<file path="src/sv/rms_current_power_meter_defines.svh">
// Assertion macros for the RMS current and power meter.
`ifndef RMS_CURRENT_POWER_METER_DEFINES_SVH
`define RMS_CURRENT_POWER_METER_DEFINES_SVH

`ifndef SYNTHESIS

`define RCPM_ASSERT(name, expr, msg) \
	name: assert property (@(posedge clk) disable iff (!arst_n) (expr)) else $error(msg);

`define RCPM_ASSERT_NEXT(name, ante, cons, msg) \
	name: assert property (@(posedge clk) disable iff (!arst_n) (ante) |=> (cons)) \
		else $error(msg);

`else

`define RCPM_ASSERT(name, expr, msg)

`define RCPM_ASSERT_NEXT(name, ante, cons, msg)

`endif

`endif

</file>
<file path="src/sv/rcpm_pkg.sv">
// Shared widths, register indexes and constants of the RMS current and power meter.
package rcpm_pkg;

	localparam int SAMPLE_W = 12;
	localparam int SUM_W    = 40;
	localparam int COUNT_W  = 16;
	localparam int UV_W     = 28;
	localparam int SAT_W    = 16;
	localparam int CFG_W    = 24;
	localparam int IDX_W    = 3;
	localparam int ROOT_W   = 20;
	localparam int MA_W     = 20;
	localparam int STEP_W   = 6;

	localparam logic [IDX_W-1:0] REG_OFFSET_CODE  = 3'd0;
	localparam logic [IDX_W-1:0] REG_SAMPLE_COUNT = 3'd1;
	localparam logic [IDX_W-1:0] REG_UV_PER_COUNT = 3'd2;
	localparam logic [IDX_W-1:0] REG_MA_PER_COUNT = 3'd3;
	localparam logic [IDX_W-1:0] REG_LINE_VOLTAGE = 3'd4;

	localparam logic [11:0] OFFSET_RESET = 12'd1514;
	localparam logic [15:0] COUNT_RESET  = 16'd2000;
	localparam logic [23:0] UV_RESET     = 24'd206250;
	localparam logic [15:0] MA_RESET     = 16'd2989;
	localparam logic [9:0]  LINE_RESET   = 10'd220;

	localparam logic [STEP_W-1:0] DIV_STEPS  = 6'd40;
	localparam logic [STEP_W-1:0] SQRT_STEPS = 6'd20;

	// ceil(2^38 / 1000): exact floor divide by 1000 for products below 2^30
	localparam logic [28:0] PW_RECIP = 29'd274877907;
	localparam int          PW_SHIFT = 38;

endpackage

</file>
<file path="src/sv/rms_current_power_meter.sv">
// RMS current and apparent power meter: accumulator, shared divide/root step unit, multiplier.
//
//  channel   signals                              width
//  sample    sample_valid sample_ready sample     12
//  result    result_valid result_ready rms_uv     28
//            current_ma power_w                   16, 16
//  config    cfg_we cfg_index cfg_data            1, 3, 24
//
// A sample that does not close its window is squared and accumulated before the next one is
// taken. A closing sample is squared and accumulated, then runs 40 restoring divide steps
// for the mean and 20 root steps on one compare-subtract unit, 4 passes through one 32x32
// multiplier (uv, ma, power, reciprocal multiply to divide by 1000), then loads the output.
// Reset clears the accumulator, the sample counter and the sequencer, and loads the
// register defaults. A stalled result holds in the output register; the sequencer waits
// only if a second result is ready before the first is taken.
`include "rms_current_power_meter_defines.svh"

module rms_current_power_meter
	import rcpm_pkg::*;
(
	input  logic                clk,
	input  logic                arst_n,
	input  logic                cfg_we,
	input  logic [IDX_W-1:0]    cfg_index,
	input  logic [CFG_W-1:0]    cfg_data,
	input  logic                sample_valid,
	output logic                sample_ready,
	input  logic [SAMPLE_W-1:0] sample,
	output logic                result_valid,
	input  logic                result_ready,
	output logic [UV_W-1:0]     rms_uv,
	output logic [SAT_W-1:0]    current_ma,
	output logic [SAT_W-1:0]    power_w
);

	localparam logic [3:0] ST_IDLE     = 4'd0;
	localparam logic [3:0] ST_SQUARE   = 4'd1;
	localparam logic [3:0] ST_ACCUM    = 4'd2;
	localparam logic [3:0] ST_DIV      = 4'd3;
	localparam logic [3:0] ST_SQRT     = 4'd4;
	localparam logic [3:0] ST_MUL_UV   = 4'd5;
	localparam logic [3:0] ST_MUL_MA   = 4'd6;
	localparam logic [3:0] ST_MUL_PW   = 4'd7;
	localparam logic [3:0] ST_SCALE_PW = 4'd8;
	localparam logic [3:0] ST_DONE     = 4'd9;

	logic [3:0]          state_q;
	logic [11:0]         offset_q;
	logic [15:0]         count_cfg_q;
	logic [23:0]         uv_cfg_q;
	logic [15:0]         ma_cfg_q;
	logic [9:0]          line_cfg_q;

	logic [SUM_W-1:0]    sum_q;
	logic [COUNT_W-1:0]  cnt_q;
	logic [SAMPLE_W-1:0] mag_q;
	logic [47:0]         prod_q;
	logic [SUM_W-1:0]    quo_q;
	logic [20:0]         rem_q;
	logic [15:0]         div_q;
	logic [ROOT_W-1:0]   root_q;
	logic [STEP_W-1:0]   step_q;
	logic [UV_W-1:0]     uv_q;
	logic [MA_W-1:0]     ma_q;

	logic                result_valid_q;
	logic [UV_W-1:0]     rms_uv_q;
	logic [SAT_W-1:0]    current_ma_q;
	logic [SAT_W-1:0]    power_w_q;

	logic [31:0]         mul_a;
	logic [31:0]         mul_b;
	logic [63:0]         mul_p;
	logic [22:0]         cmp_a;
	logic [22:0]         cmp_b;
	logic [23:0]         cmp_d;
	logic                cmp_ge;
	logic [SUM_W-1:0]    quo_step;
	logic [SUM_W-1:0]    sum_nx;
	logic [COUNT_W-1:0]  cnt_nx;
	logic [COUNT_W-1:0]  target;
	logic                emit;
	logic [SAMPLE_W-1:0] mag_nx;
	logic                out_free;

	assign sample_ready = (state_q == ST_IDLE);
	assign result_valid = result_valid_q;
	assign rms_uv       = rms_uv_q;
	assign current_ma   = current_ma_q;
	assign power_w      = power_w_q;
	assign out_free     = !result_valid_q || result_ready;

	assign mag_nx = (sample >= offset_q) ? (sample - offset_q) : (offset_q - sample);
	assign target = (count_cfg_q == '0) ? 16'd1 : count_cfg_q;
	assign sum_nx = sum_q + {16'd0, prod_q[23:0]};
	assign cnt_nx = cnt_q + 16'd1;
	assign emit   = (cnt_nx == '0) || (cnt_nx >= target);

	always_comb begin
		mul_a = '0;
		mul_b = '0;
		unique case (state_q)
			ST_SQUARE: begin
				mul_a = {20'd0, mag_q};
				mul_b = {20'd0, mag_q};
			end
			ST_MUL_UV: begin
				mul_a = {12'd0, root_q};
				mul_b = {8'd0, uv_cfg_q};
			end
			ST_MUL_MA: begin
				mul_a = {12'd0, root_q};
				mul_b = {16'd0, ma_cfg_q};
			end
			ST_MUL_PW: begin
				mul_a = {12'd0, prod_q[35:16]};
				mul_b = {22'd0, line_cfg_q};
			end
			ST_SCALE_PW: begin
				mul_a = {2'd0, prod_q[29:0]};
				mul_b = {3'd0, PW_RECIP};
			end
			default: begin
			end
		endcase
	end

	assign mul_p = mul_a * mul_b;

	always_comb begin
		cmp_a = '0;
		cmp_b = '0;
		unique case (state_q)
			ST_DIV: begin
				cmp_a = {6'd0, rem_q[15:0], quo_q[SUM_W-1]};
				cmp_b = {7'd0, div_q};
			end
			ST_SQRT: begin
				cmp_a = {rem_q, quo_q[SUM_W-1:SUM_W-2]};
				cmp_b = {1'b0, root_q, 2'b01};
			end
			default: begin
			end
		endcase
	end

	assign cmp_d    = {1'b0, cmp_a} - {1'b0, cmp_b};
	assign cmp_ge   = !cmp_d[23];
	assign quo_step = {quo_q[SUM_W-2:0], cmp_ge};

	always_ff @(posedge clk or negedge arst_n) begin
		if (!arst_n) begin
			offset_q    <= OFFSET_RESET;
			count_cfg_q <= COUNT_RESET;
			uv_cfg_q    <= UV_RESET;
			ma_cfg_q    <= MA_RESET;
			line_cfg_q  <= LINE_RESET;
		end else if (cfg_we) begin
			unique case (cfg_index)
				REG_OFFSET_CODE:  offset_q    <= cfg_data[11:0];
				REG_SAMPLE_COUNT: count_cfg_q <= cfg_data[15:0];
				REG_UV_PER_COUNT: uv_cfg_q    <= cfg_data;
				REG_MA_PER_COUNT: ma_cfg_q    <= cfg_data[15:0];
				REG_LINE_VOLTAGE: line_cfg_q  <= cfg_data[9:0];
				default: begin
				end
			endcase
		end
	end

	always_ff @(posedge clk or negedge arst_n) begin
		if (!arst_n) begin
			state_q        <= ST_IDLE;
			sum_q          <= '0;
			cnt_q          <= '0;
			result_valid_q <= 1'b0;
		end else begin
			if (state_q == ST_DONE && out_free) begin
				result_valid_q <= 1'b1;
			end else if (result_valid_q && result_ready) begin
				result_valid_q <= 1'b0;
			end
			unique case (state_q)
				ST_IDLE: begin
					if (sample_valid) begin
						state_q <= ST_SQUARE;
					end
				end
				ST_SQUARE: state_q <= ST_ACCUM;
				ST_ACCUM: begin
					if (emit) begin
						sum_q   <= '0;
						cnt_q   <= '0;
						state_q <= ST_DIV;
					end else begin
						sum_q   <= sum_nx;
						cnt_q   <= cnt_nx;
						state_q <= ST_IDLE;
					end
				end
				ST_DIV: begin
					if (step_q == '0) begin
						state_q <= ST_SQRT;
					end
				end
				ST_SQRT: begin
					if (step_q == '0) begin
						state_q <= ST_MUL_UV;
					end
				end
				ST_MUL_UV:   state_q <= ST_MUL_MA;
				ST_MUL_MA:   state_q <= ST_MUL_PW;
				ST_MUL_PW:   state_q <= ST_SCALE_PW;
				ST_SCALE_PW: state_q <= ST_DONE;
				ST_DONE: begin
					if (out_free) begin
						state_q <= ST_IDLE;
					end
				end
				default: state_q <= ST_IDLE;
			endcase
		end
	end

	always_ff @(posedge clk) begin
		unique case (state_q)
			ST_IDLE: begin
				mag_q <= mag_nx;
			end
			ST_SQUARE: begin
				prod_q <= mul_p[47:0];
			end
			ST_ACCUM: begin
				quo_q  <= sum_nx;
				rem_q  <= '0;
				div_q  <= cnt_nx;
				step_q <= DIV_STEPS - 6'd1;
			end
			ST_DIV: begin
				if (step_q == '0) begin
					quo_q  <= {quo_step[23:0], 16'd0};
					rem_q  <= '0;
					root_q <= '0;
					step_q <= SQRT_STEPS - 6'd1;
				end else begin
					quo_q  <= quo_step;
					rem_q  <= cmp_ge ? {5'd0, cmp_d[15:0]} : {5'd0, cmp_a[15:0]};
					step_q <= step_q - 6'd1;
				end
			end
			ST_SQRT: begin
				rem_q  <= cmp_ge ? cmp_d[20:0] : cmp_a[20:0];
				root_q <= {root_q[ROOT_W-2:0], cmp_ge};
				quo_q  <= {quo_q[SUM_W-3:0], 2'b00};
				step_q <= step_q - 6'd1;
			end
			ST_MUL_UV: begin
				prod_q <= mul_p[47:0];
			end
			ST_MUL_MA: begin
				uv_q   <= prod_q[UV_W+15:16];
				prod_q <= mul_p[47:0];
			end
			ST_MUL_PW: begin
				ma_q   <= prod_q[35:16];
				prod_q <= mul_p[47:0];
			end
			ST_SCALE_PW: begin
				quo_q <= SUM_W'(mul_p[63:PW_SHIFT]);
			end
			ST_DONE: begin
				if (out_free) begin
					rms_uv_q     <= uv_q;
					current_ma_q <= (ma_q[MA_W-1:SAT_W] != '0) ? '1 : ma_q[SAT_W-1:0];
					power_w_q    <= (quo_q[29:SAT_W] != '0) ? '1 : quo_q[SAT_W-1:0];
				end
			end
			default: begin
			end
		endcase
	end

	`RCPM_ASSERT_NEXT(a_result_from_done, !result_valid_q || result_ready, !result_valid_q || $past(state_q) == ST_DONE, "result raised outside the final state")
	`RCPM_ASSERT(a_step_bound, state_q != ST_DIV || step_q < DIV_STEPS, "divide step count out of range")
	`RCPM_ASSERT(a_rem_below_divisor, state_q != ST_DIV || rem_q[15:0] < div_q, "divide remainder not below divisor")
	`RCPM_ASSERT(a_window_cleared, (state_q != ST_DIV && state_q != ST_SQRT) || (cnt_q == '0 && sum_q == '0), "window not cleared during result work")

endmodule
</file>
<file path="config.mk">
export PLATFORM = sky130hd
export DESIGN_NAME = rms_current_power_meter
export DESIGN_NICKNAME = d
export VERILOG_FILES = /design/src/sv/rcpm_pkg.sv /design/src/sv/rms_current_power_meter.sv
export VERILOG_INCLUDE_DIRS = /design/src /design/src/sv
export SDC_FILE = /design/constraint.sdc
export NUM_CORES = 2
export LEC_CHECK = 0
export CAP_MARGIN = 40
export CORE_AREA = 2 2 290 292
export CTS_CLUSTER_SIZE = 14
export DETAILED_ROUTE_END_ITERATION = 10
export DIE_AREA = 0 0 292 294
export DONT_BUFFER_PORTS = 1
export PLACE_DENSITY_LB_ADDON = 0.15
export SLEW_MARGIN = 25
export SYNTH_ARGS = -nofsm -noshare
export SYNTH_HDL_FRONTEND = slang
export SYNTH_SLANG_ARGS = --single-unit
</file>
<file path="constraint.sdc">
create_clock -name clk -period 10.68 [get_ports clk]
set_input_delay 2.136 -clock clk [delete_from_list [all_inputs] [get_ports clk]]
set_output_delay 2.136 -clock clk [all_outputs]
set_load 0.01 [all_outputs]
</file>
==> results.json <==
{
  "status": "completed",
  "required_ps": 11050,
  "worst-path-max-fanout": 13,
  "htreeDepth": 2,
  "synthDominantCellAreaShare_pct": 28.4,
  "crit_end": "quo_q[16]",
  "hp-class": "reg -> reg",
  "syn_area_sq_mm": 0.0452,
  "synth_cell_types": 81,
  "clk_pin_slew_ps": 60,
  "crit_top_cell": "fa_1",
  "critical_path.max_stage_delay_ps": 570,
  "grt_max_degree": 140,
  "core_area_sq_mm": 0.0829,
  "firstDrtPassIters": 8,
  "detail-route-antenna-nets": 0,
  "layout_setup_ws_ps": 286,
  "peakVddDrop_mv": 0.251,
  "async_reset_ff_share_pct": 34.2,
  "initial_core_util_pct": 54.5,
  "yosysMostFrequentCell": "inv_1",
  "grt_pass1_wl_mm": 213,
  "cts.path.max_buffers": 3,
  "die-area_sq_mm": 0.0858,
  "synth_seq_cells": 406,
  "synth.yosys.seq_area_share_pct": 25.6,
  "portBuffers": 0,
  "end_kind": "register",
  "cts_buffers": 48,
  "synth_common_cells": "inv_1 (891), fa_1 (640), nand2_1 (444)",
  "yosys-top-cells-area": "fa_1 (28%), edfxtp_1 (18%), ha_1 (10%)",
  "hpwl_mm": 112,
  "start_kind": "register",
  "r2r_slack_ps": 290,
  "drcViolationCount": 0,
  "worst-setup-path-type": "reg -> reg",
  "antenna_found_initial": 6,
  "cts_tree": "yes",
  "slew_viol_final": 0,
  "die_h_microns": 294,
  "fmax_mhz": 96.2,
  "wl_per_cell_microns": 23.9,
  "gp_congestion": 0.985,
  "fin_crit_ps": 10390,
  "crit_start": "state_q[3]",
  "track_usage_pct": 33.2,
  "fin_skew_ps": 63.9,
  "area_growth_pct": 8.31,
  "vias": 33700,
  "hold_buffers": 0,
  "tns_ps": 0,
  "p_leak_nw": 23.2,
  "synth_ff_type": "edfxtp_1",
  "max_slew_margin_pct": 34.9,
  "r2r.worst_path.cells": 29,
  "numClockSinks": 406,
  "preCtsSetupSlack_ps": 350,
  "rsz0062_at_grt": "no",
  "arrival_ps": 10770,
  "rr_startpoint": "state_q[3]",
  "post-route-period-util_pct": 97.3,
  "cts-root-buf": "clkbuf_16",
  "drt_iter0_drc": 2990,
  "maxCapViolCount": 0,
  "hold_ws_ps": 375,
  "syn-mean-instance-area_sq_um": 9.73,
  "fp-row-count": 106,
  "synthCells": 4642,
  "synth_edf_count": 267,
  "yosys_warnings": 0,
  "die-width_microns": 292,
  "fin_util_pct": 59.0,
  "hold_violations": 0,
  "top_level_ports": 106,
  "drt_wl_total_mm": 140,
  "yosysTopAreaCell": "fa_1",
  "dpl_cell_area_sq_mm": 0.0472,
  "grt_pass1_vias": 33900,
  "overflow": 0,
  "worst_pin_slew_ps": 976,
  "reg2reg_to": "quo_q[16]",
  "setup_viol": 0,
  "worstSkewPairLatency_ps": 640,
  "drive_gt1_share_pct": 7.71,
  "fin_area_sq_mm": 0.0489,
  "power.density_mw_per_mm2": 239,
  "cp_slowest_cell": "fa_1",
  "final_nets": 5779,
  "via_per_inst": 5.75
}
==> timing repair <==
| item | CTS | global route |
|---|---|---|
| hold endpoints to repair | 0 | 0 |
| resized for setup | 0 | 3 |
| setup endpoints to repair | 0 | 6 |
| buffers inserted | 0 | 4 |
==> area by class of cell <==
| class | instances | area (sq um) |
|---|---|---|
| inverters | 891 | 3340 |
| multi-input cells | 3257 | 30100 |
| flip-flops and latches | 406 | 11500 |
| well taps | 1080 | 1350 |
| repair buffers | 118 | 1010 |
| fillers | 7185 | 34000 |
| clock inverters | 16 | 180 |
| diodes | 7 | 17.5 |
| clock buffers | 74 | 1370 |
==> metal layers <==
layer / global-route usage (%) / wire length, microns / vias to the layer above
met3: 6.30 / 12700 / 216
met1: 47.5 / 59500 / 17000
met4: 9.20 / 4090 / 8
met5: 0 / 41 / -
met2: 52.1 / 63300 / 1442
li1: - / - / 15000
==> worst min-delay path by stage <==
stage,start,endpoint,slack (ps),depth (start not counted)
floorplan,uv_q[0],rms_uv[0],400,0
global placement,uv_q[17],rms_uv[17],400,0
detailed placement,uv_q[0],rms_uv[0],400,0
CTS,uv_q[19],rms_uv[19],370,0
global route,uv_q[19],rms_uv[19],380,0
finish,uv_q[19],rms_uv[19],370,0
==> cells by family after synthesis <==
family                   share of synthesized area, %
adder cells (fa/ha/maj)                          38.7
multiplexers                                     1.65
other                                          0.0166
AND/OR/NAND/NOR                                  12.7
XOR/XNOR                                         2.33
buffers and inverters                            9.21
flip-flops                                       25.6
AO/OA/AOI/OAI                                    9.78
==> report_power, final <==
| part | internal [W] | switching, W |
|---|---|---|
| Sequential | 0.00239 | 0.000446 |
| Clock | 0.000920 | 0.000728 |
| Combinational | 0.00256 | 0.00467 |
| Total | 0.00587 | 0.00584 |
==> critical path, delay by kind of cell (launching register included) <==
kind	cells	cell delay, ps
AOI/OAI and AO/OA	5	1860
adders and majority gates	9	4510
buffers and inverters	7	890
DFF	1	430
and+or+nand+nor	8	2420
==> cells in the final DEF, fill, tap and decap left out, types with 19 or more instances in the layout <==
| cell | Yosys | routed |
|---|---|---|
| nand2b_1 | 42 | 42 |
| fa_1 | 640 | 640 |
| dfrtp_1 | 104 | 104 |
| and2_1 | 96 | 96 |
| clkbuf_16 | 0 | 48 |
| conb_1 | 2 | 120 |
| a21oi_1 | 199 | 192 |
| inv_1 | 891 | 891 |
| a21o_1 | 52 | 52 |
| nor3_1 | 33 | 27 |
| nand3_1 | 57 | 57 |
| nor2b_1 | 24 | 24 |
| ha_1 | 373 | 373 |
| dfstp_2 | 35 | 35 |
| nand2_1 | 444 | 444 |
| mux2_2 | 52 | 52 |
| and3_1 | 26 | 25 |
| o31ai_1 | 31 | 31 |
| a22o_1 | 33 | 33 |
| o21a_1 | 20 | 20 |
| xnor2_1 | 67 | 67 |
| nand4_1 | 30 | 30 |
| xor2_1 | 51 | 51 |
| edfxtp_1 | 267 | 267 |
| o21ai_0 | 142 | 141 |
| a31oi_1 | 19 | 19 |
| buf_4 | 2 | 104 |
| nor2_1 | 388 | 383 |
| or2_2 | 41 | 41 |
| clkbuf_1 | 187 | 19 |
| or3_1 | 20 | 19 |
==> state kept, by name, summed over array words and instances, names as in the netlist, 6 cells and up <==
| register | flops |
|---|---|
| current_ma | 16 |
| line_cfg_q | 10 |
| uv_cfg_q | 24 |
| rms_uv | 28 |
| ma_cfg_q | 16 |
| power_w | 16 |
| cnt_q | 16 |
| sum_q | 40 |
| count_cfg_q | 16 |
| quo_q | 40 |
| mag_q | 12 |
| uv_q | 28 |
| rem_q | 21 |
| root_q | 20 |
| div_q | 16 |
| prod_q | 44 |
| ma_q | 20 |
| offset_q | 12 |
| step_q | 6 |
==> through the flow <==
step / total power (W) / cells
after CTS: 0.0116 / 5832
after detailed placement: 0.00985 / 5742
after global routing: 0.0125 / 5842
after floorplan: 0.00746 / 4760
final: 0.0117 / 5849
after global placement: 0.00984 / 5732
Note: power is estimated with default switching activity, not from simulation.
